==> src/sv/cbs_pkg.sv <==
`default_nettype none
// ----------------------------------------------------------------------------
// cbs_pkg
// Shared types, constants and CORDIC angle table for the circle sampler.
// ----------------------------------------------------------------------------
package cbs_pkg;

    // configuration register indexes
    typedef enum logic [1:0] {
        REG_CENTER_X    = 2'd0,
        REG_CENTER_Y    = 2'd1,
        REG_RADIUS      = 2'd2,
        REG_POINT_COUNT = 2'd3
    } cfg_reg_t;

    localparam int NUM_W  = 36;   // divider dividend / quotient width
    localparam int DEN_W  = 33;   // divider divisor width
    localparam int TURN_W = 20;   // 2*pi/n in Q16.16 stays below 2^19 for n >= 1
    localparam int XY_W   = 32;   // CORDIC vector, Q2.30
    localparam int Z_W    = 34;   // CORDIC residual angle, 2^-32 turn

    localparam logic [NUM_W-1:0] TWO_PI_Q32 = 36'd26986075409;
    localparam logic [NUM_W-1:0] ONE_Q32    = 36'h1_0000_0000;
    localparam logic signed [XY_W-1:0] CORDIC_X0 = 32'sd652032874;

    localparam logic [31:0]       PHASE_STEP_RST = 32'd67108864;
    localparam logic [TURN_W-1:0] TURN_STEP_RST  = 20'd6434;
    localparam logic [31:0]       INV_RADIUS_RST = 32'd65536;

    typedef struct packed {
        logic             start;
        logic [NUM_W-1:0] num;
        logic [DEN_W-1:0] den;
    } div_req_t;

    typedef struct packed {
        logic             busy;
        logic             done;
        logic [NUM_W-1:0] quot;
    } div_rsp_t;

    typedef struct packed {
        logic [31:0] val;
        logic        clip;
    } clip_t;

    function automatic logic [31:0] atan_turn(input int k);
        logic [31:0] a;
        case (k)
            0:  a = 32'd536870912;
            1:  a = 32'd316933406;
            2:  a = 32'd167458907;
            3:  a = 32'd85004756;
            4:  a = 32'd42667331;
            5:  a = 32'd21354465;
            6:  a = 32'd10679838;
            7:  a = 32'd5340245;
            8:  a = 32'd2670163;
            9:  a = 32'd1335087;
            10: a = 32'd667544;
            11: a = 32'd333772;
            12: a = 32'd166886;
            13: a = 32'd83443;
            14: a = 32'd41722;
            15: a = 32'd20861;
            16: a = 32'd10430;
            17: a = 32'd5215;
            18: a = 32'd2608;
            19: a = 32'd1304;
            20: a = 32'd652;
            21: a = 32'd326;
            22: a = 32'd163;
            23: a = 32'd81;
            24: a = 32'd41;
            25: a = 32'd20;
            26: a = 32'd10;
            27: a = 32'd5;
            28: a = 32'd3;
            29: a = 32'd1;
            30: a = 32'd1;
            default: a = 32'd0;
        endcase
        return a;
    endfunction

    // clip a signed value to the signed 32-bit range
    function automatic clip_t clip32(input logic signed [63:0] v);
        clip_t r;
        if (v > 64'sd2147483647)
        begin
            r.val  = 32'h7FFF_FFFF;
            r.clip = 1'b1;
        end
        else if (v < -64'sd2147483648)
        begin
            r.val  = 32'h8000_0000;
            r.clip = 1'b1;
        end
        else
        begin
            r.val  = v[31:0];
            r.clip = 1'b0;
        end
        return r;
    endfunction

endpackage
`default_nettype wire

==> src/sv/cbs_div.sv <==
`default_nettype none
// ----------------------------------------------------------------------------
// cbs_div
// Restoring unsigned divider, one quotient bit per cycle.
// ----------------------------------------------------------------------------
module cbs_div
    import cbs_pkg::*;
(
    input  wire logic     clk,
    input  wire logic     rst_n,
    input  wire div_req_t req,
    output div_rsp_t      rsp
);

    localparam int CNT_W = $clog2(NUM_W + 1);

    logic [CNT_W-1:0] cnt_reg;
    logic             run_reg;
    logic             done_reg;
    logic [NUM_W-1:0] num_reg;
    logic [DEN_W-1:0] rem_reg;
    logic [DEN_W-1:0] den_reg;

    logic [DEN_W:0]   trial;
    logic [DEN_W:0]   diff;
    logic             ge;

    assign trial = {rem_reg, num_reg[NUM_W-1]};
    assign diff  = trial - {1'b0, den_reg};
    assign ge    = trial >= {1'b0, den_reg};

    always_ff @(posedge clk or negedge rst_n)
    begin
        if (!rst_n)
        begin
            cnt_reg  <= '0;
            run_reg  <= 1'b0;
            done_reg <= 1'b0;
        end
        else
        begin
            done_reg <= 1'b0;
            if (req.start)
            begin
                cnt_reg <= CNT_W'(NUM_W);
                run_reg <= 1'b1;
            end
            else if (run_reg)
            begin
                cnt_reg <= cnt_reg - 1'b1;
                if (cnt_reg == CNT_W'(1))
                begin
                    run_reg  <= 1'b0;
                    done_reg <= 1'b1;
                end
            end
        end
    end

    // quotient bits shift into the dividend register
    always_ff @(posedge clk)
    begin
        if (req.start)
        begin
            num_reg <= req.num;
            den_reg <= req.den;
            rem_reg <= '0;
        end
        else if (run_reg)
        begin
            rem_reg <= ge ? diff[DEN_W-1:0] : trial[DEN_W-1:0];
            num_reg <= {num_reg[NUM_W-2:0], ge};
        end
    end

    assign rsp.busy = run_reg;
    assign rsp.done = done_reg;
    assign rsp.quot = num_reg;

endmodule
`default_nettype wire

==> config.mk <==
export PLATFORM = sky130hd
export DESIGN_NAME = cbs_div
export DESIGN_NICKNAME = d
export VERILOG_FILES = /design/src/sv/cbs_pkg.sv /design/src/sv/cbs_div.sv
export SDC_FILE = /design/constraint.sdc
export NUM_CORES = 1
export LEC_CHECK = 0
export ABC_CLOCK_PERIOD_IN_PS = 6400
export CORE_ASPECT_RATIO = 0.5
export CORE_MARGIN = 2
export CORE_UTILIZATION = 67
export DETAILED_ROUTE_END_ITERATION = 12
export DONT_BUFFER_PORTS = 1
export HOLD_SLACK_MARGIN = 0.02
export PLACE_DENSITY_LB_ADDON = 0.05
export SYNTH_ARGS = -nofsm -noshare
export SYNTH_HDL_FRONTEND = slang
export SYNTH_SLANG_ARGS = --single-unit
==> constraint.sdc <==
create_clock -name clk -period 6.4 [get_ports clk]
set_input_delay 1.6 -clock clk [delete_from_list [all_inputs] [get_ports clk]]
set_output_delay 1.6 -clock clk [all_outputs]
set_load 0.005 [all_outputs]
==> Word level (Yosys, flattened, before mapping) <==
Index checks and enable logic that the tools add are counted.
{ "op_classes": {"addsub": 2, "multipliers": 0, "div_mod_pow": 0, "n_lt_le_gt_ge": 1, "n_eq_ne": 1, "shifts": 0, "muxes": 11, "bitwise": 0, "n_reduce_logical": 1} }
{ "op_table": {"columns": ["cell", "n"], "rows": [
  ["2-to-1 mux 36 bit", 2],
  [">= comparator 34 x 33 -> 1 bit", 1],
  ["2-to-1 mux 33 bit", 1],
  ["subtractor 33 bit", 1],
  ["2-to-1 mux 6 bit", 2],
  ["== test 6 x 1 -> 1 bit, second input constant", 1],
  ["2-to-1 mux 1 bit", 6],
  ["subtractor 6 x 1 -> 6 bit, second input constant", 1],
  ["nonzero test 2 bit", 1]
]} }
{ "word_totals": {"regBits": 110, "latch_bits": 0, "mem_bits_rw": 0, "rom_bits": 0, "input_bits": 72, "out_inout_bits": 38, "elab_cells": 22, "mem_count": 0} }

==> Logic depth before layout (Yosys ltp) <==
{ "depth": {"word_depth": 4, "mapped_depth": 16, "ltp_nobuf": 14} }

==> Least setup slack after synthesis <==
No wires, ideal clock.
{ "synth_timing": {"kind": "input to register", "start": "in req[69] (netlist bit)", "end": "reg num_reg[0] (enable)", "setup_ps": 391, "arrival_time_ps": 2798, "slack_ps": 3212, "cell_stages": 4, "path_cell_list": "clkbuf_1 -> nor2_1 -> clkbuf_1 -> inv_1"} }
{ "synth_via": {"elab_chain_cells": 1} }
{ "synth_rtl": {"columns": ["item", "line", "text"], "rows": [
  ["start, declared", "cbs_div.sv:11", "input wire div_req_t req,"],
  ["nonzero test 2 bit (no line)", null, null],
  ["end signal, assigned", "cbs_div.sv:65", "num_reg <= req.num;"],
  ["end signal, assigned", "cbs_div.sv:72", "num_reg <= {num_reg[NUM_W-2:0], ge};"],
  ["end, declared", "cbs_div.sv:20", "logic [NUM_W-1:0] num_reg;"]
]} }
Every way passes these cells.
A chain may end at the register's enable or synchronous reset.

==> Worst setup path after layout <==
{ "layout_timing": {"start": "reg num_reg[35]", "end": "reg rem_reg[28]"} }
{ "layout_via": {"elab_chain_cells": 2, "elab_cells_between_ends": 3} }
{ "layout_rtl": {"columns": ["item", "line", "text"], "rows": [
  ["subtractor 33 bit / >= comparator 34 x 33 -> 1 bit (equally long branches)", "cbs_div.sv:29, cbs_div.sv:30", null],
  ["2-to-1 mux 33 bit (*)", "cbs_div.sv:71", "rem_reg <= ge ? diff[DEN_W-1:0] : trial[DEN_W-1:0];"],
  ["end signal, assigned", "cbs_div.sv:71", null],
  ["end, declared", "cbs_div.sv:21", "logic [DEN_W-1:0] rem_reg;"]
]} }
Every way passes the cells marked *; elsewhere a longest branch is shown, timed or not.

==> summary.md <==
| Metric | Value |
|---|---|
| Outcome | `finished clean` |
| Sequential element share of the synthesized area | `47.20%` |
| VDD IR-drop max | `0.0001762 V` |
| Max reg flops | `36` |
| CTS H-Tree Depth | `3` |
| Setup repair bufs after CTS | `0` |
| Max-cap violations | `0` |
| Clk slew on worst S/H paths | `0.07 ns` |
| DP Wirelength | `8493 um` |
| Routability congestion estimate | `0.8236` |
| Crit path DAT | `4.19 ns` |
| Syn_area_per_cell | `10.34 um2` |
| Final Slew Violations | `0` |
| Drt total wl | `12400 um` |
| Min Hold Slack | `0.4860 ns` |
| Ports | `110` |
| Synth Area in Adders | `7.370%` |
| Most common cell after layout, fill and taps aside | `edfxtp_1` |
| Overflow after GRT | `0` |
| Clock skew | `0.008662 ns` |
| Largest net degree at the start of global routing | `104` |
| Final setup vio count | `0` |
| Commonest cells after routing, fill and taps aside | `edfxtp_1, nor2_1, inv_1, a21oi_1, mux2_2` |
| Yosys warns | `0` |
| Clk_lat worst skew | `0.36 ns` |
| Highest Signal Layer | `met4` |
| Fin crit share | `62.29%` |
| CP startpoint kind | `flip-flop` |
| Complex-gate fraction of the synthesized area | `17.28%` |
| GRT Util Overall | `25.06%` |
| Post-synthesis simple-gate area fraction | `11.74%` |
| Port bufs | `0` |
| Nets | `690` |
| TritonRoute pass-1 iters | `5` |
| Met2 Wirelength | `5549 um` |
| Largest family of logic cells by synthesized area | `compound AO/OA/AOI/OAI gates` |
| Slew headroom | `20.32%` |
| Vias in the first global route | `4204` |
| Crit path max fanout | `39` |
| CTS tree | `built` |
| Post-synth top flop | `edfxtp_1` |
| DR vias | `4370` |
| Cts bufs inserted | `9` |
| Synthesized area | `6213 um2` |
| Worst slew pin tran | `1.191 ns` |
| Final Critical Period | `3.986 ns` |
| Synthesized net count | `709` |
| DRC | `0` |
| Die ar. | `10110 um2` |
| Floorplan die width | `140.2 um` |
| Initial antenna violation count | `0` |
| ANT nets after route | `0` |
| Vias per cell | `6.207` |
| CP required | `6.61 ns` |
| Initial DRC count | `283` |
| Post-synth EDFFs | `69` |
| Met3 WL | `973 um` |
| Hold_buf cts | `0` |
| Fraction of layout cells with a size suffix above 1 | `10.73%` |
| Crit path capture type | `flip-flop` |
| Sum Neg Setup Slack | `0 ns` |
| Leak | `2.702 nW` |
| CTS Sinks | `110` |
| Asr flop ratio synth | `7.273%` |
| Final hold vios | `0` |
| M1 WL | `5759 um` |
| Routed len/inst | `17.61 um` |
| Final Power | `0.002491 W` |
| Post-cts sizing count | `0` |
| CTS max path bufs | `2` |
| Starting Density | `70.14%` |
| Number of library cell types mapped by synthesis | `62` |
| Die height | `72.10 um` |
| F_max | `250.9 MHz` |
| Synth Register Bits | `110` |
| Area Growth Syn to Fin | `5.175%` |
| Antenna cell count | `0` |
| Mapped Cells | `601` |
| Global-route wire length before repair | `19900 um` |
| RSZ-0062 raised after global routing | `false` |
| Hold Path Class | `reg2reg` |
| PwrDens | `381.2 nW/um2` |
| Critical path type | `reg2reg` |
| Clk root buf | `clkbuf_16` |
| Core Region | `8859 um2` |
| Row cnt | `24` |
| Mux contribution to synthesized area | `7.974%` |
| Xor/xnor cell area share of the yosys netlist | `3.524%` |
==> final timing paths <==
kind	endpoint	cells past startpoint	startpoint	slack, ns
worst max-delay path	rem_reg[28]$_SDFFE_PP0P_	15	num_reg[35]$_DFFE_PP_	2.41
worst min-delay path	rem_reg[5]$_SDFFE_PP0P_	2	rem_reg[5]$_SDFFE_PP0P_	0.49
worst max register to register	rem_reg[28]$_SDFFE_PP0P_	15	num_reg[35]$_DFFE_PP_	2.41
worst min register to register	rem_reg[5]$_SDFFE_PP0P_	2	rem_reg[5]$_SDFFE_PP0P_	0.49
max in group asynchronous	cnt_reg[4]$_DFFE_PN0P_	0	rst_n	5.40
min in group asynchronous	cnt_reg[3]$_DFFE_PN0P_	0	rst_n	0.93
==> power breakdown <==
part           internal (W)  leakage, nW  switching (W)
sequential         0.000885         1.07      0.0000958
combinational      0.000410         1.49       0.000547
clock              0.000277        0.144       0.000277
total               0.00157         2.70       0.000919
==> kinds of logic (layout without fill, tap and decap cells) <==
logic type / after synthesis / count (layout)
and+or+nand+nor: 157 / 157
AOI/OAI and AO/OA: 152 / 152
DFF: 110 / 110
buffers and inverters: 76 / 62
muxes: 45 / 45
adders and majority gates: 36 / 36
xor gates and xnor gates: 25 / 25
==> layer usage <==
layer	up-vias	global-route usage, %
met5	-	0
met3	13	8.581
met2	125	40.63
li1	2150	-
met1	2082	32.91
met4	0	6.734
==> per-stage QoR <==
| step | setup slack, ns | cell area (um2) | instances | util [%] |
|---|---|---|---|---|
| 4_1_cts | 2.412 | 6535 | 704 | 73.77 |
| 6_report | 2.414 | 6535 | 704 | 73.77 |
| 3_3_place_gp | 2.530 | 6246 | 688 | 70.51 |
| 5_1_grt | 2.112 | 6535 | 704 | 73.77 |
| 2_1_floorplan | 3.212 | 6213 | 601 | - |
| 3_5_place_dp | 2.428 | 6246 | 688 | 70.51 |
==> cell type report <==
cell class	instances	area, um2
fill	658	2323
inverter	43	161.4
tap	117	146.4
clock inverter	6	60.06
sequential	110	2933
clock buffer	10	229.0
timing repair buffer	3	22.52
multi-input combinational	415	2983
==> synth_stat cells, types with 2 or more instances <==
master	number	area [um2]
edfxtp_1	69	2072
nor2_1	62	232.7
a21oi_1	43	215.2
inv_1	43	161.4
mux2_2	36	405.4
ha_1	35	437.9
nand2_1	35	131.4
dfxtp_1	33	660.6
clkbuf_1	21	78.83
a211oi_1	19	142.6
o21ai_0	17	85.08
xnor2_1	15	131.4
nand3_1	14	70.07
a21o_1	10	75.07
xor2_1	10	87.58
mux2i_1	9	90.09
dfrtp_1	8	200.2
nor2b_1	8	50.05
nand2b_1	7	43.79
nor3_1	7	35.03
o21ai_1	7	35.03
o21bai_1	7	52.55
a31oi_1	6	37.54
and3_1	6	37.54
nand4_1	6	37.54
o31ai_1	6	45.04
a32oi_1	4	35.03
buf_1	4	15.01
buf_2	4	20.02
buf_4	4	30.03
nor4_1	4	25.02
a211o_1	3	26.28
o21a_1	3	22.52
a311oi_1	2	17.52
a41oi_1	2	17.52
nand4b_1	2	17.52
o211ai_1	2	15.01
o2bb2ai_1	2	17.52
o311ai_0	2	17.52
o31ai_4	2	42.54
==> worst max-delay path, stage by stage, from the launching register on <==
cell and delay [ns]:
edfxtp_1 0.43, inv_1 0.08, ha_1 0.16, inv_1 0.05, fa_1 0.41, nand3_1 0.14
a21oi_2 0.08, a2111oi_4 0.43, o31ai_4 0.14, a21boi_4 0.24, o31ai_4 0.10, a21boi_4 0.82
buf_4 0.41, a221o_1 0.15, a211o_1 0.10, a311oi_2 0.08
No activity file was read; power rests on OpenSTA's default activity.
